File: config.mk
export PLATFORM = sky130hd
export DESIGN_NAME = cramer_queue
export DESIGN_NICKNAME = d
export VERILOG_FILES = /design/src/hw/rtl/cramer_pkg.sv /design/src/hw/rtl/cramer_queue.sv
export VERILOG_INCLUDE_DIRS = /design/src /design/src/hw/rtl
export SDC_FILE = /design/constraint.sdc
export NUM_CORES = 1
export LEC_CHECK = 0
export ABC_CLOCK_PERIOD_IN_PS = 33100
export BUFFER_PORTS_ARGS = -buffer_cell sky130_fd_sc_hd__buf_2
export CAP_MARGIN = 20
export CORE_AREA = 10 10 368 370
export DETAILED_ROUTE_END_ITERATION = 10
export DIE_AREA = 0 0 378 380
export GPL_TIMING_DRIVEN = 0
export RECOVER_POWER = 50
export REMOVE_ABC_BUFFERS = 1
export SYNTH_ARGS = -nofsm -noshare
export SYNTH_HDL_FRONTEND = slang
export SYNTH_SLANG_ARGS = --single-unit
export TNS_END_PERCENT = 1
File: constraint.sdc
create_clock -name clock -period 33.1 [get_ports clock]
set_input_delay 1.655 -clock clock [delete_from_list [all_inputs] [get_ports clock]]
set_output_delay 1.655 -clock clock [all_outputs]
set_load 0.02 [all_outputs]
File: src/hw/rtl/cramer_linear_solve_assert.svh
// Assertion macros for the Cramer solver. Each expects clock and reset in scope.
`ifndef CRAMER_LINEAR_SOLVE_ASSERT_SVH
`define CRAMER_LINEAR_SOLVE_ASSERT_SVH
`ifndef SYNTHESIS
`define CRM_ASSERT(lbl, prop) \
   lbl: assert property (@(posedge clock) disable iff (reset) prop) \
      else $error("cramer_linear_solve: assertion failed");
`define CRM_ASSERT_NEXT(lbl, ante, cons) \
   lbl: assert property (@(posedge clock) disable iff (reset) (ante) |=> (cons)) \
      else $error("cramer_linear_solve: assertion failed");
`else
`define CRM_ASSERT(lbl, prop)
`define CRM_ASSERT_NEXT(lbl, ante, cons)
`endif
`endif

File: src/hw/rtl/cramer_pkg.sv
package cramer_pkg;

   // Field and datapath widths.
   localparam int WORD_W = 32;
   localparam int QUO_W = 32;
   localparam int THR_W = 31;
   localparam int SIZE_W = 2;
   localparam int CSR_IDX_W = 2;
   // A 3x3 determinant of 32-bit entries stays below 2^96 in magnitude.
   localparam int MAG_W = 96;
   localparam int DET_W = MAG_W + 1;
   localparam int DET_LAT = 5;
   localparam int DEF_FRAC_BITS = 16;

   // Queue between the front and the back.
   localparam int Q_DEPTH = 2;
   localparam int Q_PTR_W = $clog2(Q_DEPTH);
   localparam int Q_CNT_W = $clog2(Q_DEPTH + 1);

   // Register indexes and reset values.
   localparam logic [CSR_IDX_W-1:0] CSR_THRESHOLD = 2'd0;
   localparam logic [CSR_IDX_W-1:0] CSR_SIZE = 2'd1;
   localparam logic [SIZE_W-1:0] SIZE_TWO = 2'd2;
   localparam logic [SIZE_W-1:0] SIZE_RESET = 2'd3;
   localparam logic [THR_W-1:0] THR_RESET = 31'd1;

   // Saturation limits of a quotient magnitude.
   localparam logic [QUO_W-1:0] SAT_POS = 32'h7FFF_FFFF;
   localparam logic [QUO_W-1:0] SAT_NEG = 32'h8000_0000;

   typedef struct packed {
      logic signed [WORD_W-1:0] coef_r0_c0;
      logic signed [WORD_W-1:0] coef_r0_c1;
      logic signed [WORD_W-1:0] coef_r0_c2;
      logic signed [WORD_W-1:0] coef_r1_c0;
      logic signed [WORD_W-1:0] coef_r1_c1;
      logic signed [WORD_W-1:0] coef_r1_c2;
      logic signed [WORD_W-1:0] coef_r2_c0;
      logic signed [WORD_W-1:0] coef_r2_c1;
      logic signed [WORD_W-1:0] coef_r2_c2;
      logic signed [WORD_W-1:0] rhs_first;
      logic signed [WORD_W-1:0] rhs_second;
      logic signed [WORD_W-1:0] rhs_third;
   } req_type;

   typedef struct packed {
      logic signed [WORD_W-1:0] sol_first;
      logic signed [WORD_W-1:0] sol_second;
      logic signed [WORD_W-1:0] sol_third;
      logic solved;
      logic saturated;
   } rsp_type;

   typedef logic [2:0][2:0][WORD_W-1:0] mat_type;

   // A classified system: always 3x3, a 2x2 system is embedded with a unit corner.
   typedef struct packed {
      mat_type mat;
      logic [2:0][WORD_W-1:0] rhs;
      logic [MAG_W-1:0] thr;
      logic is_two;
   } job_type;

endpackage

File: src/hw/rtl/cramer_queue.sv
`include "cramer_linear_solve_assert.svh"
module cramer_queue import cramer_pkg::*; (
   input logic clock,
   input logic reset,
   input logic push,
   input job_type push_job,
   input logic pop,
   output job_type head_job,
   output logic head_valid,
   output logic full
);

   job_type slot_ff [Q_DEPTH];
   logic [Q_PTR_W-1:0] wr_ptr_ff, wr_ptr_in;
   logic [Q_PTR_W-1:0] rd_ptr_ff, rd_ptr_in;
   logic [Q_CNT_W-1:0] count_ff, count_in;

   // Pointer and fill bookkeeping.
   always_comb begin
      wr_ptr_in = wr_ptr_ff + Q_PTR_W'(push);
      rd_ptr_in = rd_ptr_ff + Q_PTR_W'(pop);
      count_in = count_ff + Q_CNT_W'(push) - Q_CNT_W'(pop);
   end

   always_ff @(posedge clock) begin
      if (reset) begin
         wr_ptr_ff <= '0;
         rd_ptr_ff <= '0;
         count_ff <= '0;
      end else begin
         wr_ptr_ff <= wr_ptr_in;
         rd_ptr_ff <= rd_ptr_in;
         count_ff <= count_in;
      end
   end

   always_ff @(posedge clock) begin
      if (push) begin
         slot_ff[wr_ptr_ff] <= push_job;
      end
   end

   assign head_job = slot_ff[rd_ptr_ff];
   assign head_valid = (count_ff != '0);
   assign full = (count_ff == Q_CNT_W'(Q_DEPTH));

   `CRM_ASSERT(a_no_overflow, (push && full) |-> pop)
   `CRM_ASSERT(a_no_underflow, pop |-> head_valid)
   `CRM_ASSERT_NEXT(a_fill_bound, 1'b1, count_ff <= Q_CNT_W'(Q_DEPTH))

endmodule

**Yosys cells after proc, flatten, opt, wreduce, memory -nomap -nowiden**

Memories as Yosys holds them, arrays and structs flattened. A register that Yosys moved wholly into a read port is not among the register bits.
Index checks and enable logic that the tools add are counted.

- Add/sub/neg operators: 4
- Multipliers: 0
- Div/mod/pow operators: 0
- $lt $le $gt $ge: 0
- Equal/unequal tests: 1
- Shifts and indexed selects: 0
- Muxes and demuxes: 3
- Bitwise gates (word level): 0
- Reduce and logical (&&, ||, !) cells: 1

Operator list:

| operator | number |
|---|---|
| $mux W1 | 3 |
| $add A1 B1 Y1 | 2 |
| $add A2 B1 Y2 | 1 |
| $eq A2 B2 Y1 const B | 1 |
| $reduce_bool A2 Y1 | 1 |
| $sub A2 B1 Y2 | 1 |

- Bits in registers: 4
- Latch bits: 0
- Bits in writable memories: 962
- Bits in read-only memories: 0
- Output and inout bits: 483
- Logic and storage cells: 13
- Memories: 1

Memories:

| name | depth | width | read ports | clocked after memory_dff | write ports | line | RTL |
|---|---|---|---|---|---|---|---|
| slot_ff | 2 | 481 | 1 | 1 | 1 | cramer_queue.sv:13 | `job_type slot_ff [Q_DEPTH];` |

**Depth between registers and ports, before layout**

Gate-level depths: netlist (run 1).

- Depth after elaboration: 2
- Depth in mapped cells: 6
- Depth with buffers taken out: 6

**Worst setup path before layout (run 1)**

No wires, ideal clock.

- Path kind: input port to flip-flop
- Start point: input push
- End point: memory slot_ff[0][0] in the netlist's numbering (enable)
- Data arrival time: 12.641 ns
- Required time: 32.189 ns
- Slack: 19.548 ns
- Cell stages on the path: 1
- Buffers on the path: 0
- Cells stage by stage: ha_1

- Longest elaborated chain between the ends: 2

Ends and longest elaborated chain:

| what | line | RTL |
|---|---|---|
| start, declared | cramer_queue.sv:5 | `input logic push,` |
| $mux W1 | cramer_queue.sv:38 | `if (push) begin` |
| $mux W1 (not written as such) | cramer_queue.sv:39 | `slot_ff[wr_ptr_ff] <= push_job;` |
| end, declared | cramer_queue.sv:13 |  |

Every way passes these cells.

**Worst setup path after layout (run 1)**

- Start point: input push
- End point: memory slot_ff[0][410] in the netlist's numbering (enable)

The elaborated chain is that of the path after synthesis.

==> results of run 1 <==
-- cell families (layout without fill, tap and decap cells) --
| logic type | count (synthesis) | after routing |
|---|---|---|
| simple gates | 6 | 6 |
| other cells | 0 | 13 |
| fa+ha+maj | 4 | 4 |
| xor+xnor | 2 | 2 |
| buf+inv | 57 | 1190 |
| mux | 481 | 481 |
| flops | 966 | 966 |
-- sequential cells by signal (all words and copies together), names as in the netlist --
signal	flops
count_ff	2
rd_ptr_ff	1
slot_ff	962
wr_ptr_ff	1
-- metal layers --
metal | wire length [um] | vias up | track usage, % | part of all wire [%]
met5 | 153 | - | 0 | 0.16
met4 | 2779 | 30 | 4.795 | 2.8
met3 | 9781 | 188 | 5.526 | 9.9
met2 | 51350 | 688 | 23.28 | 52
met1 | 34450 | 9148 | 13.55 | 35
li1 | - | 8231 | - | -
-- critical path: stages --
cell      delay (ns)
clkbuf_1        0.14
ha_1            1.38
clkbuf_1        2.00
buf_16          0.33
buf_12          0.27
buf_16          0.27
-- per-stage QoR --
stage / cells / util, % / cell area, sq um / worst slack [ns]
2_1_floorplan: 1462 / - / 34660 / 18.42
3_5_place_dp: 4133 / 33.00 / 42400 / 28.87
4_1_cts: 4324 / 35.57 / 45710 / 28.06
3_3_place_gp: 4104 / 32.37 / 41590 / 9.809
5_1_grt: 4334 / 35.33 / 45390 / 26.80
6_report: 4337 / 35.33 / 45400 / 27.25
-- final cells by class --
class                      instances  area, sq um
multi-input combinational        493         5678
sequential                       966        28970
clock buffer                     128         2714
clock inverter                    63        600.6
antenna                           13        32.53
inverter                           3        11.26
timing repair buffer             996         5296
tap                             1675         2096
fill                           12380        83090
-- placed cells by master, fill, tap and decap left out, types with 4 or more instances in the layout --
cell,n
clkinv_16,4
buf_2,807
mux2_1,8
clkbuf_1,186
mux2_2,433
ha_1,4
clkinv_2,15
inv_6,8
diode_2,13
buf_16,21
clkbuf_16,105
edfxtp_1,962
bufinv_16,6
mux2_4,40
clkinv_1,20
clkinvlp_4,8
-- worst paths after layout --
check,start,to,slack (ns),depth (start not counted)
setup / recovery,push,slot_ff[0][410],27.25,6
hold / removal,wr_ptr_ff,wr_ptr_ff,0.55,3
setup reg to reg,wr_ptr_ff,slot_ff[0][410],28.03,6
hold reg to reg,wr_ptr_ff,wr_ptr_ff,0.55,3
-- power breakdown --
part           total (mW)  leakage [nW]  switching, mW  internal [mW]
Combinational       0.375          5.67          0.233          0.142
Clock                1.12          1.59          0.482          0.635
Sequential           1.45          9.06         0.0164           1.43
Total                2.94          16.3          0.731           2.21
==> results.cfg, run 1 <==
[outcome]
outcome = complete, but fails checks
violations = max-capacitance violations, max-slew violations

[timing]
min_period_over_period_pct = 17.68
hold_viol_final = 0
rsz0062_at_grt = no
worst_pin_slew_ns = 3.635
whs_ns = 0.5534
max_freq_mhz = 170.9
slew_headroom_pct = -142.4
slew_violations = 245
skew_ns = 0.01947
final.setup.tns_ns = 0
min_period_ns = 5.852
setup-violations-final = 0

[yosys]
synth-xor-area-share_pct = 0.08871
avgSynthCellArea_sq_um = 23.26
netlist_instances = 1516
synth_top_family_by_area = multiplexers
synth-seq-cells = 966
synth_compound_gate_area_share_pct = 0
synth_flop_cell = edfxtp_1
synth_mux_area_share_pct = 15.79
synth_top_area_cell = edfxtp_1
yosys.area_share.adder_pct = 0.1419
yosysMostFrequentCell = edfxtp_1
ys_types = 14
synth.cell_area_sq_um = 35260
synth-warning-count = 0
synth_edf_count = 962
synth_simple_gate_area_share_pct = 0.08516
synthTopCellsByCount = 962 x edfxtp_1, 433 x mux2_2, 53 x buf_6
netlist_top_cells_area = edfxtp_1 82%, mux2_2 14%, mux2_4 1.7%
synth_top_area_share_pct = 81.92
ys_seq_area_share_pct = 82.15
ys_async_sr_fraction_pct = 0

[placed_design]
post-dp-hpwl_um = 73950
port_buffers = 967
globalplace.congestion = 0.8169

[grt]
grt_max_degree = 62
grt_pass1_wl_um = 135700
overflow = 0
grt_pass1_vias = 19020
grt_use_total_pct = 13.07
grt_antenna_before_repair = 45

[setup_path]
cp-end-kind = register
arrival_ns = 6.22
critPathLaunchType = input port
crit_required_ns = 33.46
crit_type = input port to register
cp_max_fo = 56

[drt]
drt_iter0_markers = 1010
avgViaCountPerCell = 4.216
ant_nets = 0
drc_errors = 0
routed_wirelength_um = 98520
vias = 18290
firstDrtPassIters = 4
wl_per_cell_um = 22.72

[clock_tree]
cts_tree = done
cts_max_level = 3
cts_root_buffer = clkbuf_16
cts.reportedPaths.clkPinSlew_ns = 0.05
cts_inserted_buffers = 104
clockBufferDepth = 3
insertion_delay_ns = 0.70
cts.repair.resized = 0
cts_setup_buffers = 0
cts_sinks = 966
cts_hold_buf = 0

[pwr]
total_power_mw = 2.939
peakVddDrop_uv = 44.31
power_density_nw_per_um2 = 64.74
leakage_nw = 16.32

[cells_and_area]
area_growth_pct = 28.75
nNetsFinal = 3053
drive_gt1_share_pct = 54.89

[floorplan]
die-height_um = 380
die_w_um = 378
rows = 132
start_util_pct = 27.44
core_sq_um = 128500
io_pins = 968
die_area_sq_um = 143600

[worst_hold_path]
hold_path_class = register to register

[flow_run]
max_cap_violations = 6
Power figures use the tool's default switching activity.
==> run 2: changes to the inputs <==
Settings changed: ABC_CLOCK_PERIOD_IN_PS 33100 to 5100, CORE_AREA 10 10 368 370 to 10 10 369 371, DIE_AREA 0 0 378 380 to 0 0 379 381.
Clock period 33.1 ns to 5.1 ns, I/O delays scaled along.
==> run 2 against run 1 <==
The flow still finishes with violations (max-capacitance violations, max-slew violations). Clock power increased to 6.4 times the previous value. Critical endpoint is now slot_ff[0][406]. Worst setup slack got worse by 26 ns. Global-route usage increased by 0.84 points. Clock-buffer cell count increased by 1. Highest routed layer unchanged. Register-to-register slack got worse by 27 ns. Combinational power increased to 7.4 times the previous value. Core utilization increased by 3.5 points. Sequential share of layout area decreased by 5.8 points. Clock skew increased by 0.0013 ns. Cell count increased by 11%. Via count increased by 11%.
==> results.cfg, run 2 (synthesized netlist as in run 1, its figures left out) <==
[floorplan]
die-height_um = 381
rows = 132
start_util_pct = 27.37
die_w_um = 379
io_pins = 968
die_area_sq_um = 144400
core_sq_um = 128800

[cells_and_area]
final_cell_mix = 962 x edfxtp_1, 648 x buf_2, 484 x dlygate4sd3_1, 433 x mux2_2, 327 x clkbuf_1
postLayoutCellArea_sq_um = 49970
reg.largest.list = slot_ff (962), count_ff (2)
area_growth_pct = 41.72
nNetsFinal = 3535
top_register = slot_ff
drive_gt1_share_pct = 41.70
final_util_pct = 38.79
largest_reg_flops = 962
fillerInstances = 11880
final_common_cell = edfxtp_1

[setup_path]
cp-end-kind = register
crit_type = register to register
ff2ff_path_depth = 4
cp_max_fo = 51
path_cells = inv_1 > ha_1 > clkbuf_2 > buf_16
crit_required_ns = 5.48
crit_path_max_incr_delay_ns = 1.56
critPathLaunchType = register
crit_slowest_cell = ha_1
arrival_ns = 4.45

[clock_tree]
cts_max_level = 3
insertion_delay_ns = 0.71
cts.reportedPaths.clkPinSlew_ns = 0.06
cts_root_buffer = clkbuf_16
clockBufferDepth = 3
cts_inserted_buffers = 103
cts_sinks = 966
cts_tree = done
cts_setup_buffers = 0

[timing]
slew_violations = 233
rsz0062_at_grt = no
min_period_over_period_pct = 79.97
setup-violations-final = 0
skew_ns = 0.02074
slew_headroom_pct = -39.51
hold_viol_final = 0
max_freq_mhz = 245.2
final.setup.tns_ns = 0
setup_ws_ns = 1.021
worst_pin_slew_ns = 2.093
min_period_ns = 4.079

[grt]
grtUsageMet3_pct = 4.779
grt_max_degree = 62
overflow = 0
grt_use_met2_pct = 24.96
grt_pass1_wl_um = 149200
grt_use_total_pct = 13.91
grt_busiest_layer = met2
grt_pass1_vias = 22280
met1_usage_pct = 15.06
grt_antenna_before_repair = 21

[pwr]
leakage_nw = 17.93
p_comb_share_pct = 14.4
p_switching_mw = 4.844
p_int_mw = 14.51
p_clk_share_pct = 37.1
p_seq_share_pct = 48.5
switching_share_pct = 25.04
peakVddDrop_uv = 329.5
power_density_nw_per_um2 = 387.2

[drt]
wl_per_cell_um = 21.75
vias = 20300
drt_iter0_markers = 1205
avgViaCountPerCell = 4.220
ant_nets = 0
routed_wirelength_um = 104600
drc_errors = 0
firstDrtPassIters = 5

[outcome]
outcome = complete, but fails checks
violations = max-capacitance violations, max-slew violations

[placed_design]
place_area_sq_um = 42370
globalplace.congestion = 0.8138
pre_cts_ws_ns = 2.044
post-dp-hpwl_um = 74220
port_buffers = 967

[worst_hold_path]
hold_path_class = input port to register
holdPathStages = 4

[flow_run]
max_cap_violations = 5
## run 2: cell count changes in the layout (fill, tap and decap cells not counted), sizes merged
| cell | change |
|---|---|
| dlygate4sd3 | +484 |
| buf | -155 |
| clkbuf | +155 |
| diode | -6 |
| clkinvlp | -5 |
| inv | -2 |
| clkinv | +1 |
## run 2: path summary, 6_finish.rpt
check	startpoint	endpoint	slack, ns
hold / removal	pop	count_ff[1]	0.11
hold reg to reg	wr_ptr_ff	wr_ptr_ff	0.56
setup reg to reg	wr_ptr_ff	slot_ff[0][406]	1.02
setup / recovery	wr_ptr_ff	slot_ff[0][406]	1.02
## run 2: metal layers
layer	vias to the layer above	wire length, um	share of wire [%]
li1	9174	-	-
met1	10220	37470	36
met4	6	2657	2.5
met2	741	55160	53
met3	154	9263	8.9
met5	-	38	0.036
## run 2: what timing repair did
action | 4_1_cts | 5_1_grt
resized for setup | 0 | 0
hold endpoints to repair | 966 | 0
hold buffers | 484 | 0
## run 2: worst max-delay path, delay by kind of cell, from the launching register on
| family | cells | cell delay [ns] |
|---|---|---|
| adders and majority gates | 1 | 1.56 |
| buffers and inverters | 3 | 1.72 |
| DFF | 1 | 0.31 |
## run 2: power groups by stage
stage          logic (mW)  clock network [mW]  registers (mW)
5_1_grt              2.96                7.68            9.43
4_1_cts              2.87                7.41            9.38
2_1_floorplan        1.53                   0            9.87
6_report             2.78                7.18            9.39
3_5_place_dp         2.53                   0            9.55
3_3_place_gp         2.85                   0            10.1
## run 2: layout make-up
cell class	count	area (sq um)	area share (%)
flip-flops and latches	966	28970	57.98
clock inverters	57	520.5	1.042
diodes	7	17.52	0.03505
clock buffers	129	2696	5.396
inverters	3	11.26	0.02253
well taps	1675	2096	4.194
multi-input cells	493	5678	11.36
repair buffers	1479	9981	19.97
## run 2: stage by stage
| step | power [mW] | hold WS (ns) | std cells |
|---|---|---|---|
| 5_1_grt | 20.07 | 0.07015 | 4809 |
| 2_1_floorplan | 11.39 | 0.3217 | 1462 |
| 6_report | 19.35 | 0.1076 | 4809 |
| 3_5_place_dp | 12.08 | 0.4458 | 4132 |
| 4_1_cts | 19.67 | 0.01900 | 4802 |
| 3_3_place_gp | 12.97 | 0.4417 | 4104 |
